## src/rtl/cst_pkg.sv

```systemverilog
package cst_pkg;

    localparam int POSITION_BITS = 32;
    localparam int LENGTH_BITS   = 16;

    localparam int MAX_TOKENS    = 3;
    localparam int QUEUE_SLOTS   = 4;

    localparam logic [15:0] OUT_LEN_MAX = 16'hFFFF;
    localparam logic [15:0] COL_MAX     = 16'hFFFF;
    localparam logic [19:0] LINE_MAX    = 20'hFFFFF;

    typedef enum logic [4:0] {
        KIND_EOF      = 5'd0,
        KIND_PLUS     = 5'd1,
        KIND_MINUS    = 5'd2,
        KIND_ARROW    = 5'd3,
        KIND_STAR     = 5'd4,
        KIND_SLASH    = 5'd5,
        KIND_AMP      = 5'd6,
        KIND_LPAREN   = 5'd7,
        KIND_RPAREN   = 5'd8,
        KIND_LBRACK   = 5'd9,
        KIND_RBRACK   = 5'd10,
        KIND_LBRACE   = 5'd11,
        KIND_RBRACE   = 5'd12,
        KIND_SEMI     = 5'd13,
        KIND_COMMA    = 5'd14,
        KIND_PERIOD   = 5'd15,
        KIND_ELLIPSIS = 5'd16,
        KIND_ASSIGN   = 5'd17,
        KIND_EQ       = 5'd18,
        KIND_NE       = 5'd19,
        KIND_GT       = 5'd20,
        KIND_GE       = 5'd21,
        KIND_LT       = 5'd22,
        KIND_LE       = 5'd23,
        KIND_NUMBER   = 5'd24,
        KIND_IDENT    = 5'd25,
        KIND_ERROR    = 5'd26
    } t_kind;

    typedef enum logic [3:0] {
        M_IDLE,
        M_NUM,
        M_IDENT,
        M_SLASH,
        M_MINUS,
        M_DOT1,
        M_DOT2,
        M_EQ,
        M_BANG,
        M_GT,
        M_LT,
        M_LINEC,
        M_BLOCK,
        M_BLOCK_STAR
    } t_mode;

    typedef struct packed {
        t_kind       kind;
        logic [31:0] number_value;
        logic [31:0] start_offset;
        logic [15:0] token_length;
        logic [19:0] line_number;
        logic [15:0] column_number;
        logic        last_of_run;
    } t_token;

    // tokens produced by one accepted word, in emission order
    typedef struct packed {
        logic [1:0]   count;
        t_token [2:0] tok;
    } t_batch;

endpackage

```

## src/rtl/cst_ifs.sv

```systemverilog
interface cst_in_if;
    logic       valid;
    logic       ready;
    logic [7:0] char_code;
    logic       end_of_text;

    modport source (output valid, char_code, end_of_text, input ready);
    modport sink   (input valid, char_code, end_of_text, output ready);
endinterface

interface cst_out_if;
    logic        valid;
    logic        ready;
    logic [4:0]  token_kind;
    logic [31:0] number_value;
    logic [31:0] start_offset;
    logic [15:0] token_length;
    logic [19:0] line_number;
    logic [15:0] column_number;
    logic        last_of_run;

    modport source (output valid, token_kind, number_value, start_offset, token_length,
                    line_number, column_number, last_of_run, input ready);
    modport sink   (input valid, token_kind, number_value, start_offset, token_length,
                    line_number, column_number, last_of_run, output ready);
endinterface

```

## src/rtl/cst_lexer.sv

```systemverilog
module cst_lexer (
    input  logic                 i_clk,
    input  logic                 i_rst_n,
    input  logic                 i_fire,
    input  logic [7:0]           i_char,
    input  logic                 i_eot,
    output cst_pkg::t_batch      o_batch
);

    localparam int P = cst_pkg::POSITION_BITS;
    localparam int L = cst_pkg::LENGTH_BITS;

    cst_pkg::t_mode r_mode, n_mode;
    logic [31:0]    r_acc, n_acc;
    logic [P-1:0]   r_start, n_start;
    logic [L-1:0]   r_len, n_len;
    logic [P-1:0]   r_pos, n_pos;
    logic [19:0]    r_line, n_line;
    logic [P-1:0]   r_head, n_head;
    logic [19:0]    r_pline, n_pline;
    logic [15:0]    r_pcol, n_pcol;

    logic [P-1:0]   col_diff;
    logic [15:0]    here_col;
    logic [15:0]    pend_len;

    logic [1:0]           fl_n;
    cst_pkg::t_token      fl0, fl1;
    logic [1:0]           grp_n;
    cst_pkg::t_token      grp0, grp1;
    logic                 tail_v;
    cst_pkg::t_token      tail;
    logic                 do_idle;
    logic [1:0]           total;

    function automatic logic is_digit(input logic [7:0] c);
        return (c >= "0") && (c <= "9");
    endfunction

    function automatic logic is_letter(input logic [7:0] c);
        return ((c >= "a") && (c <= "z")) || ((c >= "A") && (c <= "Z")) || (c == "_");
    endfunction

    function automatic logic is_space(input logic [7:0] c);
        return (c == " ") || (c == 8'h09) || (c == 8'h0B) || (c == 8'h0C) || (c == 8'h0D);
    endfunction

    function automatic cst_pkg::t_kind single_kind(input logic [7:0] c);
        cst_pkg::t_kind k;
        case (c)
            "+":     k = cst_pkg::KIND_PLUS;
            "*":     k = cst_pkg::KIND_STAR;
            "&":     k = cst_pkg::KIND_AMP;
            "(":     k = cst_pkg::KIND_LPAREN;
            ")":     k = cst_pkg::KIND_RPAREN;
            "[":     k = cst_pkg::KIND_LBRACK;
            "]":     k = cst_pkg::KIND_RBRACK;
            "{":     k = cst_pkg::KIND_LBRACE;
            "}":     k = cst_pkg::KIND_RBRACE;
            ";":     k = cst_pkg::KIND_SEMI;
            ",":     k = cst_pkg::KIND_COMMA;
            default: k = cst_pkg::KIND_ERROR;
        endcase
        return k;
    endfunction

    function automatic cst_pkg::t_token make_tok(
        input cst_pkg::t_kind kind,
        input logic [31:0]    value,
        input logic [P-1:0]   start,
        input logic [15:0]    len,
        input logic [19:0]    line,
        input logic [15:0]    col
    );
        cst_pkg::t_token t;
        t.kind          = kind;
        t.number_value  = value;
        t.start_offset  = 32'(start);
        t.token_length  = len;
        t.line_number   = line;
        t.column_number = col;
        t.last_of_run   = 1'b0;
        return t;
    endfunction

    assign col_diff = r_pos - r_head;
    assign here_col = (col_diff > P'(cst_pkg::COL_MAX)) ? cst_pkg::COL_MAX : 16'(col_diff);
    assign pend_len = (r_len > L'(cst_pkg::OUT_LEN_MAX)) ? cst_pkg::OUT_LEN_MAX : 16'(r_len);

    // what a pending token turns into when it is cut short
    always_comb begin
        fl_n = 2'd1;
        fl0  = make_tok(cst_pkg::KIND_ERROR, 32'd0, r_start, 16'd1, r_pline, r_pcol);
        fl1  = make_tok(cst_pkg::KIND_PERIOD, 32'd0, r_start + P'(1), 16'd1, r_pline,
                        (r_pcol != cst_pkg::COL_MAX) ? r_pcol + 16'd1 : r_pcol);
        case (r_mode)
            cst_pkg::M_NUM:   fl0 = make_tok(cst_pkg::KIND_NUMBER, r_acc, r_start, pend_len,
                                             r_pline, r_pcol);
            cst_pkg::M_IDENT: fl0.kind = cst_pkg::KIND_IDENT;
            cst_pkg::M_SLASH: fl0.kind = cst_pkg::KIND_SLASH;
            cst_pkg::M_MINUS: fl0.kind = cst_pkg::KIND_MINUS;
            cst_pkg::M_DOT1:  fl0.kind = cst_pkg::KIND_PERIOD;
            cst_pkg::M_DOT2: begin
                fl0.kind = cst_pkg::KIND_PERIOD;
                fl_n     = 2'd2;
            end
            cst_pkg::M_EQ:    fl0.kind = cst_pkg::KIND_ASSIGN;
            cst_pkg::M_BANG:  fl0.kind = cst_pkg::KIND_ERROR;
            cst_pkg::M_GT:    fl0.kind = cst_pkg::KIND_GT;
            cst_pkg::M_LT:    fl0.kind = cst_pkg::KIND_LT;
            cst_pkg::M_BLOCK,
            cst_pkg::M_BLOCK_STAR: fl0.kind = cst_pkg::KIND_ERROR;
            default:          fl_n = 2'd0;
        endcase
        if (r_mode == cst_pkg::M_IDENT || r_mode == cst_pkg::M_BLOCK ||
            r_mode == cst_pkg::M_BLOCK_STAR) begin
            fl0.token_length = pend_len;
        end
    end

    always_comb begin
        n_mode  = r_mode;
        n_acc   = r_acc;
        n_start = r_start;
        n_len   = r_len;
        n_pos   = r_pos;
        n_line  = r_line;
        n_head  = r_head;
        n_pline = r_pline;
        n_pcol  = r_pcol;
        grp_n   = 2'd0;
        grp0    = fl0;
        grp1    = fl1;
        tail_v  = 1'b0;
        tail    = make_tok(single_kind(i_char), 32'd0, r_pos, 16'd1, r_line, here_col);
        do_idle = 1'b0;

        if (i_eot) begin
            grp_n   = fl_n;
            tail_v  = 1'b1;
            tail    = make_tok(cst_pkg::KIND_EOF, 32'd0, r_pos, 16'd0, r_line, here_col);
            n_mode  = cst_pkg::M_IDLE;
            n_acc   = '0;
            n_start = '0;
            n_len   = '0;
            n_pos   = '0;
            n_line  = 20'd1;
            n_head  = '0;
            n_pline = '0;
            n_pcol  = '0;
        end else begin
            n_pos = r_pos + P'(1);
            case (r_mode)
                cst_pkg::M_NUM: begin
                    if (is_digit(i_char)) begin
                        n_acc = (r_acc << 3) + (r_acc << 1) + 32'(i_char - "0");
                        n_len = (r_len != '1) ? r_len + L'(1) : r_len;
                    end else begin
                        do_idle = 1'b1;
                    end
                end
                cst_pkg::M_IDENT: begin
                    if (is_letter(i_char) || is_digit(i_char)) begin
                        n_len = (r_len != '1) ? r_len + L'(1) : r_len;
                    end else begin
                        do_idle = 1'b1;
                    end
                end
                cst_pkg::M_SLASH: begin
                    if (i_char == "/") begin
                        n_mode = cst_pkg::M_LINEC;
                    end else if (i_char == "*") begin
                        n_mode = cst_pkg::M_BLOCK;
                        n_len  = L'(2);
                    end else begin
                        do_idle = 1'b1;
                    end
                end
                cst_pkg::M_MINUS: begin
                    if (i_char == ">") begin
                        grp_n = 2'd1;
                        grp0  = make_tok(cst_pkg::KIND_ARROW, 32'd0, r_start, 16'd2,
                                         r_pline, r_pcol);
                        n_mode = cst_pkg::M_IDLE;
                    end else begin
                        do_idle = 1'b1;
                    end
                end
                cst_pkg::M_DOT1: begin
                    if (i_char == ".") begin
                        n_mode = cst_pkg::M_DOT2;
                    end else begin
                        do_idle = 1'b1;
                    end
                end
                cst_pkg::M_DOT2: begin
                    if (i_char == ".") begin
                        grp_n = 2'd1;
                        grp0  = make_tok(cst_pkg::KIND_ELLIPSIS, 32'd0, r_start, 16'd3,
                                         r_pline, r_pcol);
                        n_mode = cst_pkg::M_IDLE;
                    end else begin
                        do_idle = 1'b1;
                    end
                end
                cst_pkg::M_EQ, cst_pkg::M_BANG, cst_pkg::M_GT, cst_pkg::M_LT: begin
                    if (i_char == "=") begin
                        grp_n = 2'd1;
                        grp0  = make_tok(cst_pkg::KIND_EQ, 32'd0, r_start, 16'd2,
                                         r_pline, r_pcol);
                        case (r_mode)
                            cst_pkg::M_BANG: grp0.kind = cst_pkg::KIND_NE;
                            cst_pkg::M_GT:   grp0.kind = cst_pkg::KIND_GE;
                            cst_pkg::M_LT:   grp0.kind = cst_pkg::KIND_LE;
                            default:         grp0.kind = cst_pkg::KIND_EQ;
                        endcase
                        n_mode = cst_pkg::M_IDLE;
                    end else begin
                        do_idle = 1'b1;
                    end
                end
                cst_pkg::M_LINEC: begin
                    // newline ends the comment and is then counted as usual
                    if (i_char == 8'h0A) begin
                        do_idle = 1'b1;
                    end
                end
                cst_pkg::M_BLOCK, cst_pkg::M_BLOCK_STAR: begin
                    n_len = (r_len != '1) ? r_len + L'(1) : r_len;
                    if (r_mode == cst_pkg::M_BLOCK_STAR && i_char == "/") begin
                        n_mode = cst_pkg::M_IDLE;
                    end else begin
                        if (i_char == 8'h0A) begin
                            n_line = (r_line != cst_pkg::LINE_MAX) ? r_line + 20'd1 : r_line;
                            n_head = r_pos + P'(1);
                        end
                        n_mode = (i_char == "*") ? cst_pkg::M_BLOCK_STAR : cst_pkg::M_BLOCK;
                    end
                end
                default: do_idle = 1'b1;
            endcase

            if (do_idle) begin
                grp_n  = fl_n;
                n_mode = cst_pkg::M_IDLE;
                if (i_char == 8'h0A) begin
                    n_line = (r_line != cst_pkg::LINE_MAX) ? r_line + 20'd1 : r_line;
                    n_head = r_pos + P'(1);
                end else if (!is_space(i_char)) begin
                    n_start = r_pos;
                    n_pline = r_line;
                    n_pcol  = here_col;
                    n_len   = L'(1);
                    if (is_digit(i_char)) begin
                        n_mode = cst_pkg::M_NUM;
                        n_acc  = 32'(i_char - "0");
                    end else if (is_letter(i_char)) begin
                        n_mode = cst_pkg::M_IDENT;
                    end else begin
                        case (i_char)
                            "/":     n_mode = cst_pkg::M_SLASH;
                            "-":     n_mode = cst_pkg::M_MINUS;
                            ".":     n_mode = cst_pkg::M_DOT1;
                            "=":     n_mode = cst_pkg::M_EQ;
                            "!":     n_mode = cst_pkg::M_BANG;
                            ">":     n_mode = cst_pkg::M_GT;
                            "<":     n_mode = cst_pkg::M_LT;
                            default: begin
                                tail_v  = 1'b1;
                                n_start = r_start;
                                n_pline = r_pline;
                                n_pcol  = r_pcol;
                                n_len   = r_len;
                            end
                        endcase
                    end
                end
            end
        end
    end

    // pack the group and the trailing token into emission order
    always_comb begin
        total           = grp_n + {1'b0, tail_v};
        o_batch.count   = i_fire ? total : 2'd0;
        o_batch.tok[0]  = (grp_n != 2'd0) ? grp0 : tail;
        o_batch.tok[1]  = (grp_n == 2'd2) ? grp1 : tail;
        o_batch.tok[2]  = tail;
        o_batch.tok[0].last_of_run = (total == 2'd1);
        o_batch.tok[1].last_of_run = (total == 2'd2);
        o_batch.tok[2].last_of_run = (total == 2'd3);
    end

    always_ff @(posedge i_clk) begin
        if (!i_rst_n) begin
            r_mode  <= cst_pkg::M_IDLE;
            r_acc   <= '0;
            r_start <= '0;
            r_len   <= '0;
            r_pos   <= '0;
            r_line  <= 20'd1;
            r_head  <= '0;
            r_pline <= '0;
            r_pcol  <= '0;
        end else if (i_fire) begin
            r_mode  <= n_mode;
            r_acc   <= n_acc;
            r_start <= n_start;
            r_len   <= n_len;
            r_pos   <= n_pos;
            r_line  <= n_line;
            r_head  <= n_head;
            r_pline <= n_pline;
            r_pcol  <= n_pcol;
        end
    end

endmodule

```

## src/rtl/cst_outq.sv

```systemverilog
module cst_outq (
    input  logic             i_clk,
    input  logic             i_rst_n,
    input  cst_pkg::t_batch  i_batch,
    input  logic             i_pop,
    output logic             o_ready,
    output logic             o_valid,
    output cst_pkg::t_token  o_head
);

    localparam int SLOTS = cst_pkg::QUEUE_SLOTS;
    localparam int CW    = $clog2(SLOTS + 1);

    cst_pkg::t_token r_slot [SLOTS];
    cst_pkg::t_token n_slot [SLOTS];
    cst_pkg::t_token shifted [SLOTS];
    logic [CW-1:0]   r_cnt, n_cnt;
    logic [CW-1:0]   keep;

    // a full batch must fit behind whatever is still waiting
    assign o_ready = (r_cnt <= CW'(SLOTS - cst_pkg::MAX_TOKENS));
    assign o_valid = (r_cnt != '0);
    assign o_head  = r_slot[0];
    assign keep    = r_cnt - CW'(i_pop);

    always_comb begin
        for (int i = 0; i < SLOTS - 1; i++) begin
            shifted[i] = i_pop ? r_slot[i + 1] : r_slot[i];
        end
        shifted[SLOTS-1] = r_slot[SLOTS-1];
        for (int i = 0; i < SLOTS; i++) begin
            n_slot[i] = shifted[i];
            if (CW'(i) >= keep && (CW'(i) - keep) < CW'(i_batch.count)) begin
                n_slot[i] = i_batch.tok[2'(CW'(i) - keep)];
            end
        end
        n_cnt = keep + CW'(i_batch.count);
    end

    always_ff @(posedge i_clk) begin
        for (int i = 0; i < SLOTS; i++) begin
            r_slot[i] <= n_slot[i];
        end
    end

    always_ff @(posedge i_clk) begin
        if (!i_rst_n) begin
            r_cnt <= '0;
        end else begin
            r_cnt <= n_cnt;
        end
    end

endmodule

```

## src/rtl/c_subset_tokenizer_top.sv

```systemverilog
// Streaming tokenizer for a small C subset.
// i_in carries one source byte per word (char_code), or an end-of-text mark
// (end_of_text), which flushes any pending token and closes with an eof token.
// o_out carries one token per word: kind, value, start offset, length, line,
// column, and last_of_run on the final token that one input word caused.
// A byte yields zero to three tokens; a pending token (number, identifier,
// two-character operator) leaves when the byte after it arrives.
// Throughput: one input word per cycle while i_in.ready is high.
// A token is registered into the queue as its word is accepted, then waits its turn.
// Tokens wait in a four-entry register queue; i_in.ready is high while at
// most one token waits, so a stalled receiver holds off input once two
// tokens wait, and nothing is lost while o_out waits.
// Reset (i_rst_n low, synchronous) empties the queue and returns the scan to
// offset 0, line 1; eof does the same to the scan state.
module c_subset_tokenizer_top (
    input  logic         i_clk,
    input  logic         i_rst_n,
    cst_in_if.sink       i_in,
    cst_out_if.source    o_out
);

    cst_pkg::t_batch  batch;
    cst_pkg::t_token  head;
    logic             fire;
    logic             pop;
    logic             q_ready;
    logic             q_valid;

    assign i_in.ready = q_ready;
    assign fire       = i_in.valid & q_ready;
    assign pop        = q_valid & o_out.ready;

    cst_lexer u_lexer (
        .i_clk   (i_clk),
        .i_rst_n (i_rst_n),
        .i_fire  (fire),
        .i_char  (i_in.char_code),
        .i_eot   (i_in.end_of_text),
        .o_batch (batch)
    );

    cst_outq u_outq (
        .i_clk   (i_clk),
        .i_rst_n (i_rst_n),
        .i_batch (batch),
        .i_pop   (pop),
        .o_ready (q_ready),
        .o_valid (q_valid),
        .o_head  (head)
    );

    assign o_out.valid         = q_valid;
    assign o_out.token_kind    = head.kind;
    assign o_out.number_value  = head.number_value;
    assign o_out.start_offset  = head.start_offset;
    assign o_out.token_length  = head.token_length;
    assign o_out.line_number   = head.line_number;
    assign o_out.column_number = head.column_number;
    assign o_out.last_of_run   = head.last_of_run;

endmodule

```

## src/flat_wrapper.sv

```systemverilog
// flat-port wrapper written by rule: the top's interface ports become plain ports
module c_subset_tokenizer_top_flat 
  (i_clk, i_rst_n, i_in_valid, i_in_char_code, i_in_end_of_text, i_in_ready, o_out_valid, o_out_token_kind, o_out_number_value, o_out_start_offset, o_out_token_length, o_out_line_number, o_out_column_number, o_out_last_of_run, o_out_ready);
  cst_in_if i_in_i ();
  cst_out_if o_out_i ();
  input  logic i_clk;
  input  logic i_rst_n;
  input wire logic [$bits(i_in_i.valid)-1:0] i_in_valid;
  input wire logic [$bits(i_in_i.char_code)-1:0] i_in_char_code;
  input wire logic [$bits(i_in_i.end_of_text)-1:0] i_in_end_of_text;
  output wire logic [$bits(i_in_i.ready)-1:0] i_in_ready;
  output wire logic [$bits(o_out_i.valid)-1:0] o_out_valid;
  output wire logic [$bits(o_out_i.token_kind)-1:0] o_out_token_kind;
  output wire logic [$bits(o_out_i.number_value)-1:0] o_out_number_value;
  output wire logic [$bits(o_out_i.start_offset)-1:0] o_out_start_offset;
  output wire logic [$bits(o_out_i.token_length)-1:0] o_out_token_length;
  output wire logic [$bits(o_out_i.line_number)-1:0] o_out_line_number;
  output wire logic [$bits(o_out_i.column_number)-1:0] o_out_column_number;
  output wire logic [$bits(o_out_i.last_of_run)-1:0] o_out_last_of_run;
  input wire logic [$bits(o_out_i.ready)-1:0] o_out_ready;
  assign i_in_i.valid = i_in_valid;
  assign i_in_i.char_code = i_in_char_code;
  assign i_in_i.end_of_text = i_in_end_of_text;
  assign i_in_ready = i_in_i.ready;
  assign o_out_valid = o_out_i.valid;
  assign o_out_token_kind = o_out_i.token_kind;
  assign o_out_number_value = o_out_i.number_value;
  assign o_out_start_offset = o_out_i.start_offset;
  assign o_out_token_length = o_out_i.token_length;
  assign o_out_line_number = o_out_i.line_number;
  assign o_out_column_number = o_out_i.column_number;
  assign o_out_last_of_run = o_out_i.last_of_run;
  assign o_out_i.ready = o_out_ready;
  c_subset_tokenizer_top u_core (.i_clk(i_clk), .i_rst_n(i_rst_n), .i_in(i_in_i), .o_out(o_out_i));
endmodule
```

## config.mk

```make
export PLATFORM = sky130hd
export DESIGN_NAME = c_subset_tokenizer_top_flat
export DESIGN_NICKNAME = d
export VERILOG_FILES = /design/src/rtl/cst_pkg.sv /design/src/rtl/cst_ifs.sv /design/src/rtl/cst_lexer.sv /design/src/rtl/cst_outq.sv /design/src/rtl/c_subset_tokenizer_top.sv /design/src/flat_wrapper.sv
export SDC_FILE = /design/constraint.sdc
export NUM_CORES = 2
export LEC_CHECK = 0
export BUFFER_PORTS_ARGS = -buffer_cell sky130_fd_sc_hd__buf_2
export CELL_PAD_IN_SITES_DETAIL_PLACEMENT = 2
export CELL_PAD_IN_SITES_GLOBAL_PLACEMENT = 2
export CORE_MARGIN = 2
export CORE_UTILIZATION = 44
export CTS_CLUSTER_DIAMETER = 50
export CTS_CLUSTER_SIZE = 16
export DETAILED_ROUTE_END_ITERATION = 7
export MAX_ROUTING_LAYER = met4
export PLACE_DENSITY = 0.88
export SYNTH_ARGS = -nofsm -noshare
export SYNTH_HDL_FRONTEND = slang
export SYNTH_SLANG_ARGS = --single-unit
```

## constraint.sdc

```tcl
create_clock -name i_clk -period 25.5 [get_ports i_clk]
set_input_delay 2.55 -clock i_clk [delete_from_list [all_inputs] [get_ports i_clk]]
set_output_delay 2.55 -clock i_clk [all_outputs]
set_load 0.005 [all_outputs]
```

# Yosys cells after proc, flatten, opt, wreduce, memory -nomap -nowiden
# Memories as Yosys holds them, arrays and structs flattened.
# Index checks and enable logic that the tools add are counted.
[word_totals]
word_cells = 260
register_bits = 207
memories = 1
inputBits = 13
ramBits = 488
out_inout_bits = 124
[memory_table]
columns = ["memory", "words", "width", "rd", "rd_clocked_by_memory_dff", "write_ports", "line_no", "rtl"]
rows = [
  ["u_core.u_outq.r_slot", 4, 122, 4, 0, 4, "cst_outq.sv:14", "cst_pkg::t_token r_slot [SLOTS];"],
]
[op_classes]
order_cmp = 21
muxes = 127
n_reduce_logical = 30
addsub = 16
n_eq_ne = 53
bitwise = 2
[op_table]
columns = ["cell", "n"]
rows = [
  ["122-bit two-way mux", 18],
  ["122-bit binary-select mux with 2-bit select", 4],
  ["32-bit two-way mux", 21],
  ["16-bit two-way mux", 23],
  ["122-bit one-hot mux with 3 select lines", 1],
  ["20-bit two-way mux", 14],
  ["8-bit by 6-bit == test with 1-bit output, second input constant", 15],
  ["117-bit two-way mux", 1],
  ["32-bit by 1-bit adder with 32-bit output, second input constant", 2],
  ["32-bit adder", 2],
  ["16-bit one-hot mux with 4 select lines", 1],
  ["5-bit one-hot mux with 11 select lines", 1],
  ["4-bit two-way mux", 13],
  ["8-bit by 4-bit == test with 1-bit output, second input constant", 5],
  ["8-bit by 7-bit == test with 1-bit output, second input constant", 5],
  ["5-bit one-hot mux with 8 select lines", 1],
  ["16-bit by 1-bit adder with 16-bit output, second input constant", 2],
  ["32-bit by 16-bit greater-than comparator with 1-bit output, second input constant", 1],
  ["16-bit != test, second input constant", 2],
  ["32-bit subtractor", 1],
  ["4-bit one-hot mux with 7 select lines", 1],
  ["4-bit == test, second input constant", 6],
  ["4-bit one-hot mux with 6 select lines", 1],
  ["20-bit by 1-bit adder with 20-bit output, second input constant", 1],
  ["46 further kinds", 107],
]

# Logic depth before layout (Yosys ltp)
[logic_depth]
depth_word = 15
mapped_depth = 24
depth_no_buf = 21

# By module
# A second synthesis with hierarchy kept.
[hier_totals]
hier_cells = 5186
hier_area_um2 = 47835.9
[by_module_without_submodules]
columns = ["module", "instances", "seq_area_each_um2", "area_each_um2", "cells_per_inst"]
rows = [
  ["cst_outq", 1, 14714.1, 28514.8, 2471],
  ["cst_lexer", 1, 4083.9, 19308.5, 2713],
  ["c_subset_tokenizer_top", 1, 0.0, 12.5, 2],
]

# Worst setup path after synthesis
# OpenSTA, ideal clock, no wires.
[synth_path]
path_kind = "input -> register"
start = "input i_in_char_code[4]"
end = "memory u_core.u_outq.r_slot[3][0] in the netlist's numbering (enable)"
setup_slack_ns = 11.066
arrival_time_ns = 13.681
path_buffers = 1
required_time_ns = 24.747
setup_ns = 0.753
stages = 18
path_cell_list = "inv_1 ha_1 or3b_1 buf_2 nor3_1 o32ai_1 nor3b_1 a21bo_2 nor2_1 nor2_1 o21ai_0 nand2_1 ha_1 xnor2_2 nand2b_1 ha_1 nor2_1 nor3_1"
[synth_rtl]
columns = ["item", "line_no", "rtl"]
rows = [
  ["start: declaration", "flat_wrapper.sv:9", "input wire logic [$bits(i_in_i.char_code)-1:0] i_in_char_code;"],
  ["end: declaration", "cst_outq.sv:14", ""],
]

==> impl_metrics.tcl <==
set metrics [dict create \
    routed_wl_um 189800 \
    outcome "complete, no violations" \
    layout_common_cells "edfxtp_1 (488), nor2_1 (413), nand2_1 (378)" \
    gp_congestion 0.9032 \
    synth_area_leader_cell "edfxtp_1" \
    r2r-start "u_core.u_outq.r_cnt[2]" \
    worst_slack_ns 16.28 \
    tightest_slew_ns 1.320 \
    slew_violations 0 \
    p_leak_nw 16.41 \
    final_common_cell "edfxtp_1" \
    htreeDepth 3 \
    totalPowerFinal_w 0.006315 \
    num_rows 111 \
    drt_iter0_markers 4341 \
    antenna_left 0 \
    ir_worst_vdd_mv 0.2030 \
    hold_violations 0 \
    postLayoutCellArea_sq_um 45670 \
    clk_path_buf_depth 3 \
    fmaxAchievable_mhz 108.4 \
    netlist_instances 4403 \
    synth.area.top_cells "edfxtp_1 (36%), dfxtp_1 (10%), a21oi_1 (4.0%), nor2_1 (3.9%), o21ai_0 (3.6%)" \
    grt_overflow 0 \
    post_dp_cell_area_sq_um 42410 \
    synth_edf_count 488 \
    portBuffers 136 \
    grt_pass1_wl_um 281900 \
    cts_resized 0 \
    total_switching_power_w 0.002863 \
    finClkSkew_ns 0.03350 \
    die_width_um 308.7 \
    io_pins 137 \
    setup-violations-final 0 \
    r2r_slack_ns 18.42 \
    pwr-share-seq 0.350 \
    rr_endpoint "u_core.u_outq.r_slot[0][75]" \
    post-route-util 0.4975 \
    critPathLaunchType "input pin" \
    reg2reg_depth 18 \
    syn_to_final_growth_pct 11.81 \
    clock_latency_ns 0.72 \
    filler_cell_count 9547 \
    dp_slack_ns 15.82 \
    cap_viol_max_count 0 \
    cts_sinks 695 \
    critical_path_arrival_ns 9.55 \
    nets 4463 \
    cts_tree "yes" \
    drc 0 \
    final_layout_size_suffix_gt1_frac 0.1124 \
    worstSetupPathType "in2reg" \
    grt_max_degree 173 \
    p_clk_frac 0.223 \
    cts_hold_buf 0 \
    via_count 39790 \
    synth_nets 4536 \
    vias_per_cell 7.027 \
    rsz0062_at_grt "false" \
    antenna_found_initial 8 \
    powerDensity_nw_per_um2 138.3 \
    hold_end "u_core.u_lexer.r_head[18]" \
    cp-end-kind "flop" \
    core_area_sq_um 91800 \
    ys.flop_type "edfxtp_1" \
    synth.avg_cell_area_sq_um 9.277 \
    power.internal_w 0.003452 \
    dp_hpwl_um 111500 \
    syn-cell-area_sq_um 40850 \
    fin_crit_ns 9.223 \
    dr.pass1.iters 8 \
    critPathRequiredTime_ns 25.83 \
    chipHeight_um 308.7 \
    switching_share 0.4534 \
    grt_util_all_layers 0.4037 \
    crit_fanout 45 \
    hp-class "reg2reg" \
    fin_crit_sh 0.3617 \
    hold_start "u_core.u_lexer.r_head[18]" \
    yosysWarnings 0 \
    netlist-cell-type-count 95 \
    cts_root_buf "clkbuf_16" \
    async_reset_ff_frac 0 \
    start_util 0.4449 \
    ys_seq_area_frac 0.4602 \
    ys_ff_latch 695 \
    slew_headroom 0.1193 \
    post_cts_buffers 0 \
    die-area_sq_um 95280 \
    cts_buffers 94 \
    first_global_vias 42970 \
    fin_setup_tns_ns 0 \
    path_clk_slew_ns 0.06 \
    avgRoutedWirePerCell_um 33.51 \
    yosys.area.top_type_share 0.3588 \
    combPwrFrac 0.426 \
    worstHoldPathCells 2 \
]
[how the worst max path moves through the flow]
stage	from	to	slack (ns)
after detailed placement	i_in_char_code[4]	u_core.u_outq.r_slot[0][71]	15.82
after CTS	i_in_char_code[4]	u_core.u_outq.r_slot[0][75]	16.35
after global routing	i_in_char_code[4]	u_core.u_outq.r_slot[0][72]	15.94
after global placement	i_in_char_code[4]	u_core.u_outq.r_slot[0][71]	16.16
after floorplan	i_in_char_code[4]	u_core.u_outq.r_slot[3][0]	11.07
final	i_in_char_code[4]	u_core.u_outq.r_slot[0][75]	16.28
[metal layers]
layer	routed length (um)	vias up	share of wire	track usage
li1	-	16310	-	-
met1	70740	20170	0.37	0.4691
met2	89560	2543	0.47	0.6406
met3	17590	772	0.093	0.08982
met4	11880	0	0.063	0.2408
met5	0	-	0	-
[state kept, by name, indices dropped and copies added, names as in the netlist, 4 cells and up]
signal                  cells
u_core.u_lexer.r_acc       32
u_core.u_lexer.r_head      32
u_core.u_lexer.r_len       16
u_core.u_lexer.r_line      20
u_core.u_lexer.r_mode       4
u_core.u_lexer.r_pcol      16
u_core.u_lexer.r_pline     20
u_core.u_lexer.r_pos       32
u_core.u_lexer.r_start     32
u_core.u_outq.r_slot      488
[cell type report]
class | instances | area (sq um) | share of cell area
repair buffers | 222 | 1345 | 0.02945
diodes | 8 | 20.02 | 0.0004383
well taps | 1243 | 1555 | 0.03405
flip-flops and latches | 695 | 18800 | 0.4116
clock buffers | 103 | 2469 | 0.05405
multi-input cells | 3234 | 20400 | 0.4467
clock inverters | 75 | 769.5 | 0.01685
inverters | 83 | 311.5 | 0.006822
[cells in the mapped netlist (50+ instances only)]
master,count
edfxtp_1,488
nor2_1,424
nand2_1,385
clkbuf_1,331
a21oi_1,330
o21ai_0,295
dfxtp_1,207
a22oi_1,169
a22o_1,162
nor2b_1,155
nand3_1,116
ha_1,89
nor3_1,81
inv_1,79
and2_1,76
a31oi_1,63
a221oi_1,57
xor2_1,56
and3_1,50
[cells by family (layout without fill, tap and decap cells)]
| kind of cell | count (synthesis) | count (layout) | synth area share |
|---|---|---|---|
| xor gates and xnor gates | 104 | 104 | 0.02248 |
| adders and majority gates | 120 | 120 | 0.04246 |
| and+or+nand+nor | 1475 | 1475 | 0.1734 |
| buffers and inverters | 474 | 483 | 0.04503 |
| other | 0 | 8 | 0 |
| AOI/OAI and AO/OA | 1514 | 1514 | 0.2512 |
| DFF | 695 | 695 | 0.4602 |
| muxes | 21 | 21 | 0.005238 |
[stage by stage]
step,instances,hold WS [ns]
after floorplan,4403,0.4555
after global placement,5477,0.4691
after detailed placement,5477,0.4794
after CTS,5655,0.4884
after global routing,5663,0.5348
final,5663,0.4842
[worst max-delay path, cell delays in order]
cell and delay [ns]:
buf_2 0.18, ha_1 0.58, nor3b_2 0.55, a22oi_1 0.14, o221ai_1 0.29, nor3b_1 0.28, a21bo_2 0.30, nor2_1 0.24
nor2_1 0.08, o21ai_0 0.10, nand2_1 0.10, ha_1 0.24, xnor2_2 0.33, nand2b_1 0.30, ha_1 0.30, nor2b_1 0.16
or4_4 0.68, nand2_4 0.55, buf_4 0.76, buf_4 0.74
[power by group through the flow]
stage	sequential [W]	clock [W]	combinational, W
6_report	0.00221	0.00141	0.00269
5_1_grt	0.00223	0.00145	0.00278
4_1_cts	0.00220	0.00141	0.00260
3_5_place_dp	0.00220	0	0.00250
3_3_place_gp	0.00216	0	0.00232
2_1_floorplan	0.00219	0	0.00145
Note: power is estimated with default switching activity, not from simulation.
